$ cat src/sv/rfd_pkg.sv
// Shared types, constants and command decode for the response frame deframer.
// Used by rfd_ctrl, rfd_datapath and response_frame_deframer.
package rfd_pkg;

    // Header bytes
    localparam logic [7:0] SYNC1_BYTE = 8'hEE;
    localparam logic [7:0] SYNC2_BYTE = 8'hAA;
    localparam logic [7:0] ZERO_BYTE  = 8'h00;

    // Response commands
    localparam logic [7:0] CMD_POS1   = 8'h07;
    localparam logic [7:0] CMD_POS10  = 8'h09;
    localparam logic [7:0] CMD_VEL10  = 8'h0B;
    localparam logic [7:0] CMD_CUR10  = 8'h0A;
    localparam logic [7:0] CMD_SENSOR = 8'h11;
    localparam logic [7:0] CMD_ERROR  = 8'h0D;
    localparam logic [7:0] CMD_TEMP   = 8'h0C;
    localparam logic [7:0] CMD_VENDOR = 8'hCD;

    // Body bytes kept, counted from frame offset 6
    localparam int BODY_KEEP = 32;
    localparam int BODY_AW   = $clog2(BODY_KEEP);

    // Frame offsets
    localparam logic [8:0] BODY_START = 9'd6;
    localparam logic [8:0] FRAME_OVH  = 9'd7;  // header + check bytes
    localparam logic [8:0] CHECK_OFF  = 9'd5;  // first check byte = L + 5

    localparam int IDX_W = 5;
    localparam int VAL_W = 16;
    localparam int OUT_TDATA_W = 40;

    typedef struct packed {
        logic known;
        logic word;               // 16-bit little-endian values
        logic [IDX_W-1:0] count;  // values per frame
        logic [IDX_W-1:0] max_off;// highest frame offset read
    } cmd_info_t;

    // Controller -> datapath
    typedef struct packed {
        logic load_dev;
        logic load_len;
        logic load_cmd;
        logic body_wr;
        logic emit_start;
        logic rd_hi;
        logic latch_lo;
        logic load_out;
        logic next_index;
    } ctl_cmd_t;

    // Datapath -> controller
    typedef struct packed {
        logic is_sync1;
        logic is_sync2;
        logic is_zero;
        logic frame_done;
        logic cmd_ok;
        logic last;
    } dp_stat_t;

    function automatic cmd_info_t cmd_info(input logic [7:0] cmd);
        cmd_info_t ci;
        ci = '0;
        ci.known = 1'b1;
        case (cmd)
            CMD_POS1: begin
                ci.word = 1'b1; ci.count = 5'd1; ci.max_off = 5'd8;
            end
            CMD_POS10, CMD_VEL10, CMD_CUR10: begin
                ci.word = 1'b1; ci.count = 5'd10; ci.max_off = 5'd25;
            end
            CMD_SENSOR: begin
                ci.count = 5'd25; ci.max_off = 5'd31;
            end
            CMD_ERROR: begin
                ci.count = 5'd2; ci.max_off = 5'd7;
            end
            CMD_TEMP: begin
                ci.count = 5'd10; ci.max_off = 5'd15;
            end
            CMD_VENDOR: begin
                ci.count = 5'd8; ci.max_off = 5'd15;
            end
            default: begin
                ci.known = 1'b0;
            end
        endcase
        return ci;
    endfunction

    // Body index (frame offset - 6) of the low / only byte of value idx
    function automatic logic [IDX_W-1:0] body_lo_index(input logic [7:0] cmd,
                                                       input logic [IDX_W-1:0] idx);
        logic [IDX_W-1:0] r;
        case (cmd)
            CMD_POS1:                      r = 5'd1;
            CMD_POS10, CMD_VEL10, CMD_CUR10: r = {idx[3:0], 1'b0};
            CMD_SENSOR:                    r = idx + 5'd1;
            CMD_VENDOR:                    r = (idx == 5'd0) ? 5'd0 : idx + 5'd2;
            default:                       r = idx;
        endcase
        return r;
    endfunction

endpackage

$ cat src/sv/rfd_datapath.sv
// Datapath of the response frame deframer: frame fields, body memory,
// value assembly and result register. Depends on rfd_pkg.
module rfd_datapath
    import rfd_pkg::*;
(
    input  logic                   aclk,
    input  logic [7:0]             rx_byte,
    input  ctl_cmd_t               cmd,
    output dp_stat_t               stat,
    output logic [OUT_TDATA_W-1:0] out_data,
    output logic                   out_last
);

    logic [7:0]       dev_reg;
    logic [7:0]       len_reg;
    logic [7:0]       cmd_reg;
    logic [8:0]       pos_reg;
    logic [IDX_W-1:0] index_reg;
    logic [7:0]       lo_reg;
    logic [7:0]       rd_data_reg;
    logic [OUT_TDATA_W-1:0] out_data_reg;
    logic             out_last_reg;

    logic [7:0] body_mem [BODY_KEEP];

    cmd_info_t        info;
    logic [8:0]       pos_inc;
    logic [8:0]       store_off;
    logic             store_en;
    logic [IDX_W-1:0] lo_idx;
    logic [IDX_W-1:0] hi_idx;
    logic [BODY_AW-1:0] rd_addr;
    logic [VAL_W-1:0] value;

    assign info      = cmd_info(cmd_reg);
    assign pos_inc   = pos_reg + 9'd1;
    assign store_off = pos_reg - BODY_START;
    assign store_en  = store_off < 9'(BODY_KEEP);
    assign lo_idx    = body_lo_index(cmd_reg, index_reg);
    assign hi_idx    = lo_idx + 5'd1;
    assign rd_addr   = cmd.rd_hi ? BODY_AW'(hi_idx) : BODY_AW'(lo_idx);
    assign value     = info.word ? {rd_data_reg, lo_reg} : {8'h00, lo_reg};

    assign stat.is_sync1   = rx_byte == SYNC1_BYTE;
    assign stat.is_sync2   = rx_byte == SYNC2_BYTE;
    assign stat.is_zero    = rx_byte == ZERO_BYTE;
    assign stat.frame_done = pos_inc >= ({1'b0, len_reg} + FRAME_OVH);
    // data must end before the check bytes
    assign stat.cmd_ok     = info.known &&
                             (({1'b0, len_reg} + CHECK_OFF) > {4'b0, info.max_off});
    assign stat.last       = index_reg == (info.count - 5'd1);

    always_ff @(posedge aclk) begin
        if (cmd.load_dev) dev_reg <= rx_byte;
        if (cmd.load_len) len_reg <= rx_byte;
        if (cmd.load_cmd) begin
            cmd_reg <= rx_byte;
            pos_reg <= BODY_START;
        end else if (cmd.body_wr) begin
            pos_reg <= pos_inc;
        end
        if (cmd.emit_start) index_reg <= '0;
        else if (cmd.next_index) index_reg <= index_reg + 5'd1;
        if (cmd.latch_lo) lo_reg <= rd_data_reg;
        if (cmd.load_out) begin
            out_data_reg <= {3'b000, value, index_reg, dev_reg, cmd_reg};
            out_last_reg <= stat.last;
        end
    end

    // body memory: one write port, one registered read port
    always_ff @(posedge aclk) begin
        if (cmd.body_wr && store_en) body_mem[store_off[BODY_AW-1:0]] <= rx_byte;
        rd_data_reg <= body_mem[rd_addr];
    end

    assign out_data = out_data_reg;
    assign out_last = out_last_reg;

endmodule

$ cat src/sv/rfd_ctrl.sv
// Controller of the response frame deframer: header hunt, body count and
// result sequencing. Depends on rfd_pkg.
module rfd_ctrl
    import rfd_pkg::*;
(
    input  logic     aclk,
    input  logic     aresetn,
    input  logic     in_valid,
    output logic     in_ready,
    output logic     out_valid,
    input  logic     out_ready,
    input  dp_stat_t stat,
    output ctl_cmd_t cmd
);

    typedef enum logic [10:0] {
        ST_SYNC1 = 11'b000_0000_0001,
        ST_SYNC2 = 11'b000_0000_0010,
        ST_DEV   = 11'b000_0000_0100,
        ST_ZERO  = 11'b000_0000_1000,
        ST_LEN   = 11'b000_0001_0000,
        ST_CMD   = 11'b000_0010_0000,
        ST_BODY  = 11'b000_0100_0000,
        ST_RD_LO = 11'b000_1000_0000,
        ST_RD_HI = 11'b001_0000_0000,
        ST_CAP   = 11'b010_0000_0000,
        ST_OUT   = 11'b100_0000_0000
    } state_t;

    state_t state_reg, state_next;
    logic   take;

    assign in_ready  = (state_reg == ST_SYNC1) || (state_reg == ST_SYNC2) ||
                       (state_reg == ST_DEV)   || (state_reg == ST_ZERO)  ||
                       (state_reg == ST_LEN)   || (state_reg == ST_CMD)   ||
                       (state_reg == ST_BODY);
    assign out_valid = state_reg == ST_OUT;
    assign take      = in_valid && in_ready;

    always_comb begin
        state_next = state_reg;
        cmd        = '0;
        case (state_reg)
            ST_SYNC1: begin
                if (take && stat.is_sync1) state_next = ST_SYNC2;
            end
            ST_SYNC2: begin
                if (take) begin
                    if (stat.is_sync2) state_next = ST_DEV;
                    else if (!stat.is_sync1) state_next = ST_SYNC1;
                end
            end
            ST_DEV: begin
                if (take) begin
                    cmd.load_dev = 1'b1;
                    state_next   = ST_ZERO;
                end
            end
            ST_ZERO: begin
                if (take) begin
                    if (stat.is_zero) state_next = ST_LEN;
                    else if (stat.is_sync1) state_next = ST_SYNC2;
                    else state_next = ST_SYNC1;
                end
            end
            ST_LEN: begin
                if (take) begin
                    cmd.load_len = 1'b1;
                    state_next   = ST_CMD;
                end
            end
            ST_CMD: begin
                if (take) begin
                    cmd.load_cmd = 1'b1;
                    state_next   = ST_BODY;
                end
            end
            ST_BODY: begin
                if (take) begin
                    cmd.body_wr = 1'b1;
                    if (stat.frame_done) begin
                        if (stat.cmd_ok) begin
                            cmd.emit_start = 1'b1;
                            state_next     = ST_RD_LO;
                        end else begin
                            state_next = ST_SYNC1;
                        end
                    end
                end
            end
            ST_RD_LO: begin
                state_next = ST_RD_HI;
            end
            ST_RD_HI: begin
                cmd.rd_hi    = 1'b1;
                cmd.latch_lo = 1'b1;
                state_next   = ST_CAP;
            end
            ST_CAP: begin
                cmd.load_out = 1'b1;
                state_next   = ST_OUT;
            end
            ST_OUT: begin
                if (out_ready) begin
                    if (stat.last) begin
                        state_next = ST_SYNC1;
                    end else begin
                        cmd.next_index = 1'b1;
                        state_next     = ST_RD_LO;
                    end
                end
            end
            default: begin
                state_next = ST_SYNC1;
            end
        endcase
    end

    always_ff @(posedge aclk) begin
        if (!aresetn) state_reg <= ST_SYNC1;
        else          state_reg <= state_next;
    end

endmodule

$ cat src/sv/response_frame_deframer.sv
// Top level of the response frame deframer: stream ports, controller and
// datapath. Depends on rfd_pkg, rfd_ctrl and rfd_datapath.
//
// Takes one received byte per input request and hunts for the response
// header EE AA <device> 00 <length L> <command>. The frame is L+7 bytes
// long counted from EE; the two trailing check bytes are counted but not
// verified. Bytes from frame offset 6 on are kept in a 32-entry body
// memory. After the last byte of a frame with a known command whose data
// ends before the check bytes, the block sends one output request per
// decoded value (1 to 25 of them), the final one with tlast high; short
// frames and unknown commands produce nothing. A header byte that does not
// match restarts the hunt, and an EE in that place is taken as a new
// first sync byte. Each input byte is taken in one cycle while receiving.
// Each result is built through the single read port of the body memory
// in order: low byte read, high byte read, assembly, presentation; the
// presentation lasts while the sink holds tready low. No byte is taken
// while a frame's results are being sent.
module response_frame_deframer
    import rfd_pkg::*;
(
    input  logic                   aclk,
    input  logic                   aresetn,
    input  logic                   s_tvalid,
    output logic                   s_tready,
    input  logic [7:0]             s_tdata,  // [7:0] rx_byte
    output logic                   m_tvalid,
    input  logic                   m_tready,
    // [7:0] cmd_code, [15:8] device_byte, [20:16] item_index,
    // [36:21] item_value, [39:37] zero
    output logic [OUT_TDATA_W-1:0] m_tdata,
    output logic                   m_tlast   // last_item
);

    ctl_cmd_t ctl;
    dp_stat_t stat;

    rfd_ctrl u_ctrl (
        .aclk      (aclk),
        .aresetn   (aresetn),
        .in_valid  (s_tvalid),
        .in_ready  (s_tready),
        .out_valid (m_tvalid),
        .out_ready (m_tready),
        .stat      (stat),
        .cmd       (ctl)
    );

    rfd_datapath u_datapath (
        .aclk     (aclk),
        .rx_byte  (s_tdata),
        .cmd      (ctl),
        .stat     (stat),
        .out_data (m_tdata),
        .out_last (m_tlast)
    );

`ifndef ASSERT_OFF
    // receiving and sending never overlap
    a_no_overlap: assert property (@(posedge aclk) disable iff (!aresetn)
        !(s_tready && m_tvalid))
        else $error("input and output requests active together");

    // the frame's final result ends the burst
    a_last_ends: assert property (@(posedge aclk) disable iff (!aresetn)
        (m_tvalid && m_tready && m_tlast) |=> (!m_tvalid && s_tready))
        else $error("burst continues after last result");

    // value index stays within the largest frame
    a_index_range: assert property (@(posedge aclk) disable iff (!aresetn)
        m_tvalid |-> (m_tdata[20:16] <= 5'd24))
        else $error("item index out of range");

    // a non-final result is followed by further results, not by input
    a_more_follow: assert property (@(posedge aclk) disable iff (!aresetn)
        (m_tvalid && m_tready && !m_tlast) |=> !s_tready)
        else $error("burst cut short");
`endif

endmodule

$ cat config.mk
export PLATFORM = sky130hd
export DESIGN_NAME = response_frame_deframer
export DESIGN_NICKNAME = d
export VERILOG_FILES = /design/src/sv/rfd_pkg.sv /design/src/sv/rfd_datapath.sv /design/src/sv/rfd_ctrl.sv /design/src/sv/response_frame_deframer.sv
export SDC_FILE = /design/constraint.sdc
export NUM_CORES = 1
export LEC_CHECK = 0
export BUFFER_PORTS_ARGS = -buffer_cell sky130_fd_sc_hd__buf_2
export CORE_UTILIZATION = 35
export DETAILED_ROUTE_END_ITERATION = 8
export HOLD_SLACK_MARGIN = 0.08
export SETUP_SLACK_MARGIN = 0.5
export SYNTH_ARGS = -nofsm -noshare
export SYNTH_HDL_FRONTEND = slang
export SYNTH_SLANG_ARGS = --single-unit
$ cat constraint.sdc
create_clock -name aclk -period 5.6 [get_ports aclk]
set_clock_uncertainty 0.1 [all_clocks]
set_input_delay 1.12 -clock aclk [delete_from_list [all_inputs] [get_ports aclk]]
set_output_delay 1.12 -clock aclk [all_outputs]
set_load 0.01 [all_outputs]
==> metrics.csv <==
metric,value,unit
antenna-violating nets left,0,
Avg WL per Cell,19.65,µm
Slew @ Worst Pin,902.6,ps
Final Total Pwr,5.607,mW
Hold WC Path Type,reg -> reg,
Iter 0 DRT Violations,888,
root buf cell,clkbuf_16,
H-tree lvl count,2,
Worst-path clk slew,60,ps
Nets,1258,
Placed Cells,1766,
Post-Synthesis Cells,1168,
largest net degree at the start of global routing,90,
worst-path fanout max,10,
Worst Setup Start Kind,flip-flop,
via total after detailed routing,9585,
critical path class,reg -> reg,
Total Wirelength,36.01,mm
Congestion Overflow GR,0,
Post-synth EDFFs,326,
vias in the first global route,9240,
core region area,43170,µm²
Final Hold Fails,0,
CTS Sinks,359,
drc violations,0,
RSZ-0062 raised after global routing,false,
dpl ws,1198,ps
setup bufs post-CTS,0,
final setup fails,0,
setup ws final,1111,ps
Final Instance Area,17510,µm²
achievable frequency,0.2228,GHz
pwr dens,320.2,nW/µm²
CP Capture Type,flip-flop,
Pre-antenna DRT Iters,5,
Syn-to-layout area delta,14.00,%
R2R cell count,13,
"Seq/Total Area, Yosys",68.04,%
Post-CTS Hold Fix Bufs,0,
unique cell type count in the Yosys netlist,69,
die area,44720,µm²
main flop type after synthesis,edfxtp_1,
GPL Wtd Cong,0.8783,
Final min period,4489,ps
Diodes inserted,0,
floorplan row count,76,
Slew Limit Headroom,39.06,%
post-CTS resize count,0,
YS warnings,0,
outcome,finished clean,
I/O Pins,55,
Post-Syn Area per Cell,13.15,µm²
r2r setup slk,1110,ps
Slew Limit Fails,0,
WP data arrival,4850,ps
Worst EP required,5960,ps
total CTS buffers,36,
first-pass GRT wire length,55.83,mm
Final Cycle Share,80.17,%
most frequent cells in the layout,"326 x edfxtp_1, 182 x nand2_1, 69 x nor2_1, 53 x a31oi_1, 51 x buf_2",
CTS tree,built,
Hold Path Depth,0,
Die Height,211.5,µm
Peak VDD IR,0.1637,mV
"commonest non-fill, non-tap cell in the layout",edfxtp_1,
hold path endpoint,u_datapath.out_data[21]$_DFFE_PP_,
DPL Wire Length,23.09,mm
FILL cells,4039,
ratio of cells with drive above 1 in the final layout,12.43,%
worst-case clock buffer depth,3,
Initial Utilization,35.58,%
Worst R2R End,u_datapath.rd_data_reg[5]$_DFF_P_,
worst reg2reg path startpoint,u_datapath.cmd_reg[2]$_DFFE_PP_,
MaxCap Viol Count,0,
Via density,5.232,
Overall Global Routing Usage,16.36,%
Pleak,5.759,nW
"Cell Area, Placed",16290,µm²
clk_lat worst skew,530,ps
Post-Layout Cell Count,1832,
IO Port Bufs,51,
die width,211.5,µm
number of antenna violations at the first check in global routing,0,
register bit count reported by yosys,359,
asr flop ratio synth,0,%
"Cell Area, Synth",15360,µm²
max reg flops,256,
Hold Path Origin,u_datapath.lo_reg[0]$_DFFE_PP_,
setup TNS,0,ps
-- power breakdown --
group | internal, mW | switching (mW)
sequential | 2.92 | 0.0126
combinational | 0.0594 | 0.142
clock | 1.45 | 1.03
-- cells in the mapped netlist (13+ instances only) --
cell,count,share of area (%)
a21oi_1,19,0.62
and2_1,35,1.4
and2_0,24,0.98
buf_2,26,0.85
a31oi_1,53,2.2
edfxtp_1,326,64
inv_1,14,0.34
dfxtp_1,33,4.3
xor2_1,17,0.97
a22oi_1,23,1.1
a211oi_1,48,2.3
xnor2_1,21,1.2
ha_1,27,2.2
nand3_1,35,1.1
nor2_1,69,1.7
clkbuf_1,23,0.56
nor3_1,13,0.42
nand4_1,19,0.77
o21ai_0,19,0.62
nand2_1,182,4.4
-- worst max-delay path by stage --
| stage | from | to | slack, ps | cells after the start |
|---|---|---|---|---|
| detailed placement | u_datapath.cmd_reg[2]$_DFFE_PP_ | u_datapath.rd_data_reg[3]$_DFF_P_ | 1200 | 14 |
| finish | u_datapath.cmd_reg[2]$_DFFE_PP_ | u_datapath.rd_data_reg[5]$_DFF_P_ | 1110 | 13 |
| global placement | u_datapath.cmd_reg[4]$_DFFE_PP_ | u_datapath.rd_data_reg[5]$_DFF_P_ | 1270 | 13 |
| floorplan | u_ctrl.state_reg[1]$_SDFFE_PN0P_ | u_datapath.out_data[0]$_DFFE_PP_ | 1050 | 5 |
| CTS | u_datapath.cmd_reg[2]$_DFFE_PP_ | u_datapath.rd_data_reg[3]$_DFF_P_ | 1170 | 14 |
| global route | u_datapath.index_reg[0]$_SDFFE_PP0P_ | u_datapath.rd_data_reg[3]$_DFF_P_ | 850 | 16 |
-- final cells by class --
class	count	area, µm²	share of cell area (%)
Multi-Input combinational cell	735	4602	26.28
Timing Repair Buffer	73	457.9	2.615
Clock buffer	43	978.4	5.588
Sequential cell	359	10450	59.68
Clock inverter	23	236.5	1.351
Tap cell	585	732.0	4.180
Inverter	14	52.55	0.3001
-- kinds of logic after synthesis --
kind of cell | count (synthesis) | synth area share (%)
AND/OR/NAND/NOR | 449 | 14.57
flip-flops | 359 | 68.04
buffers and inverters | 76 | 2.297
adder cells (fa/ha/maj) | 27 | 2.200
AO/OA/AOI/OAI | 199 | 9.051
multiplexers | 15 | 1.222
XOR/XNOR | 42 | 2.591
other | 1 | 0.02442
-- per-stage QoR --
| stage | util (%) | hold WS [ps] |
|---|---|---|
| 2_1_floorplan | - | 300.0 |
| 3_3_place_gp | 37.74 | 302.8 |
| 3_5_place_dp | 37.74 | 304.5 |
| 4_1_cts | 40.56 | 319.5 |
| 5_1_grt | 40.56 | 323.0 |
| 6_report | 40.56 | 317.7 |
-- critical path, cell delays in order (launching register included) --
cell	delay, ps
edfxtp_1	530
nor4b_2	480
and2_1	440
nor3_4	150
o32ai_2	320
inv_1	90
ha_1	210
nand2_1	280
nor3_2	90
xor2_2	490
nand2b_1	150
nor2_1	550
a22oi_1	330
nand4_1	190
-- metal layers --
| metal | part of all wire (%) | GRT usage [%] |
|---|---|---|
| met5 | 0 | 0 |
| met4 | 2.8 | 6.072 |
| met3 | 4.5 | 1.914 |
| met2 | 47 | 26.74 |
| met1 | 45 | 22.37 |
Power figures use the tool's default switching activity.
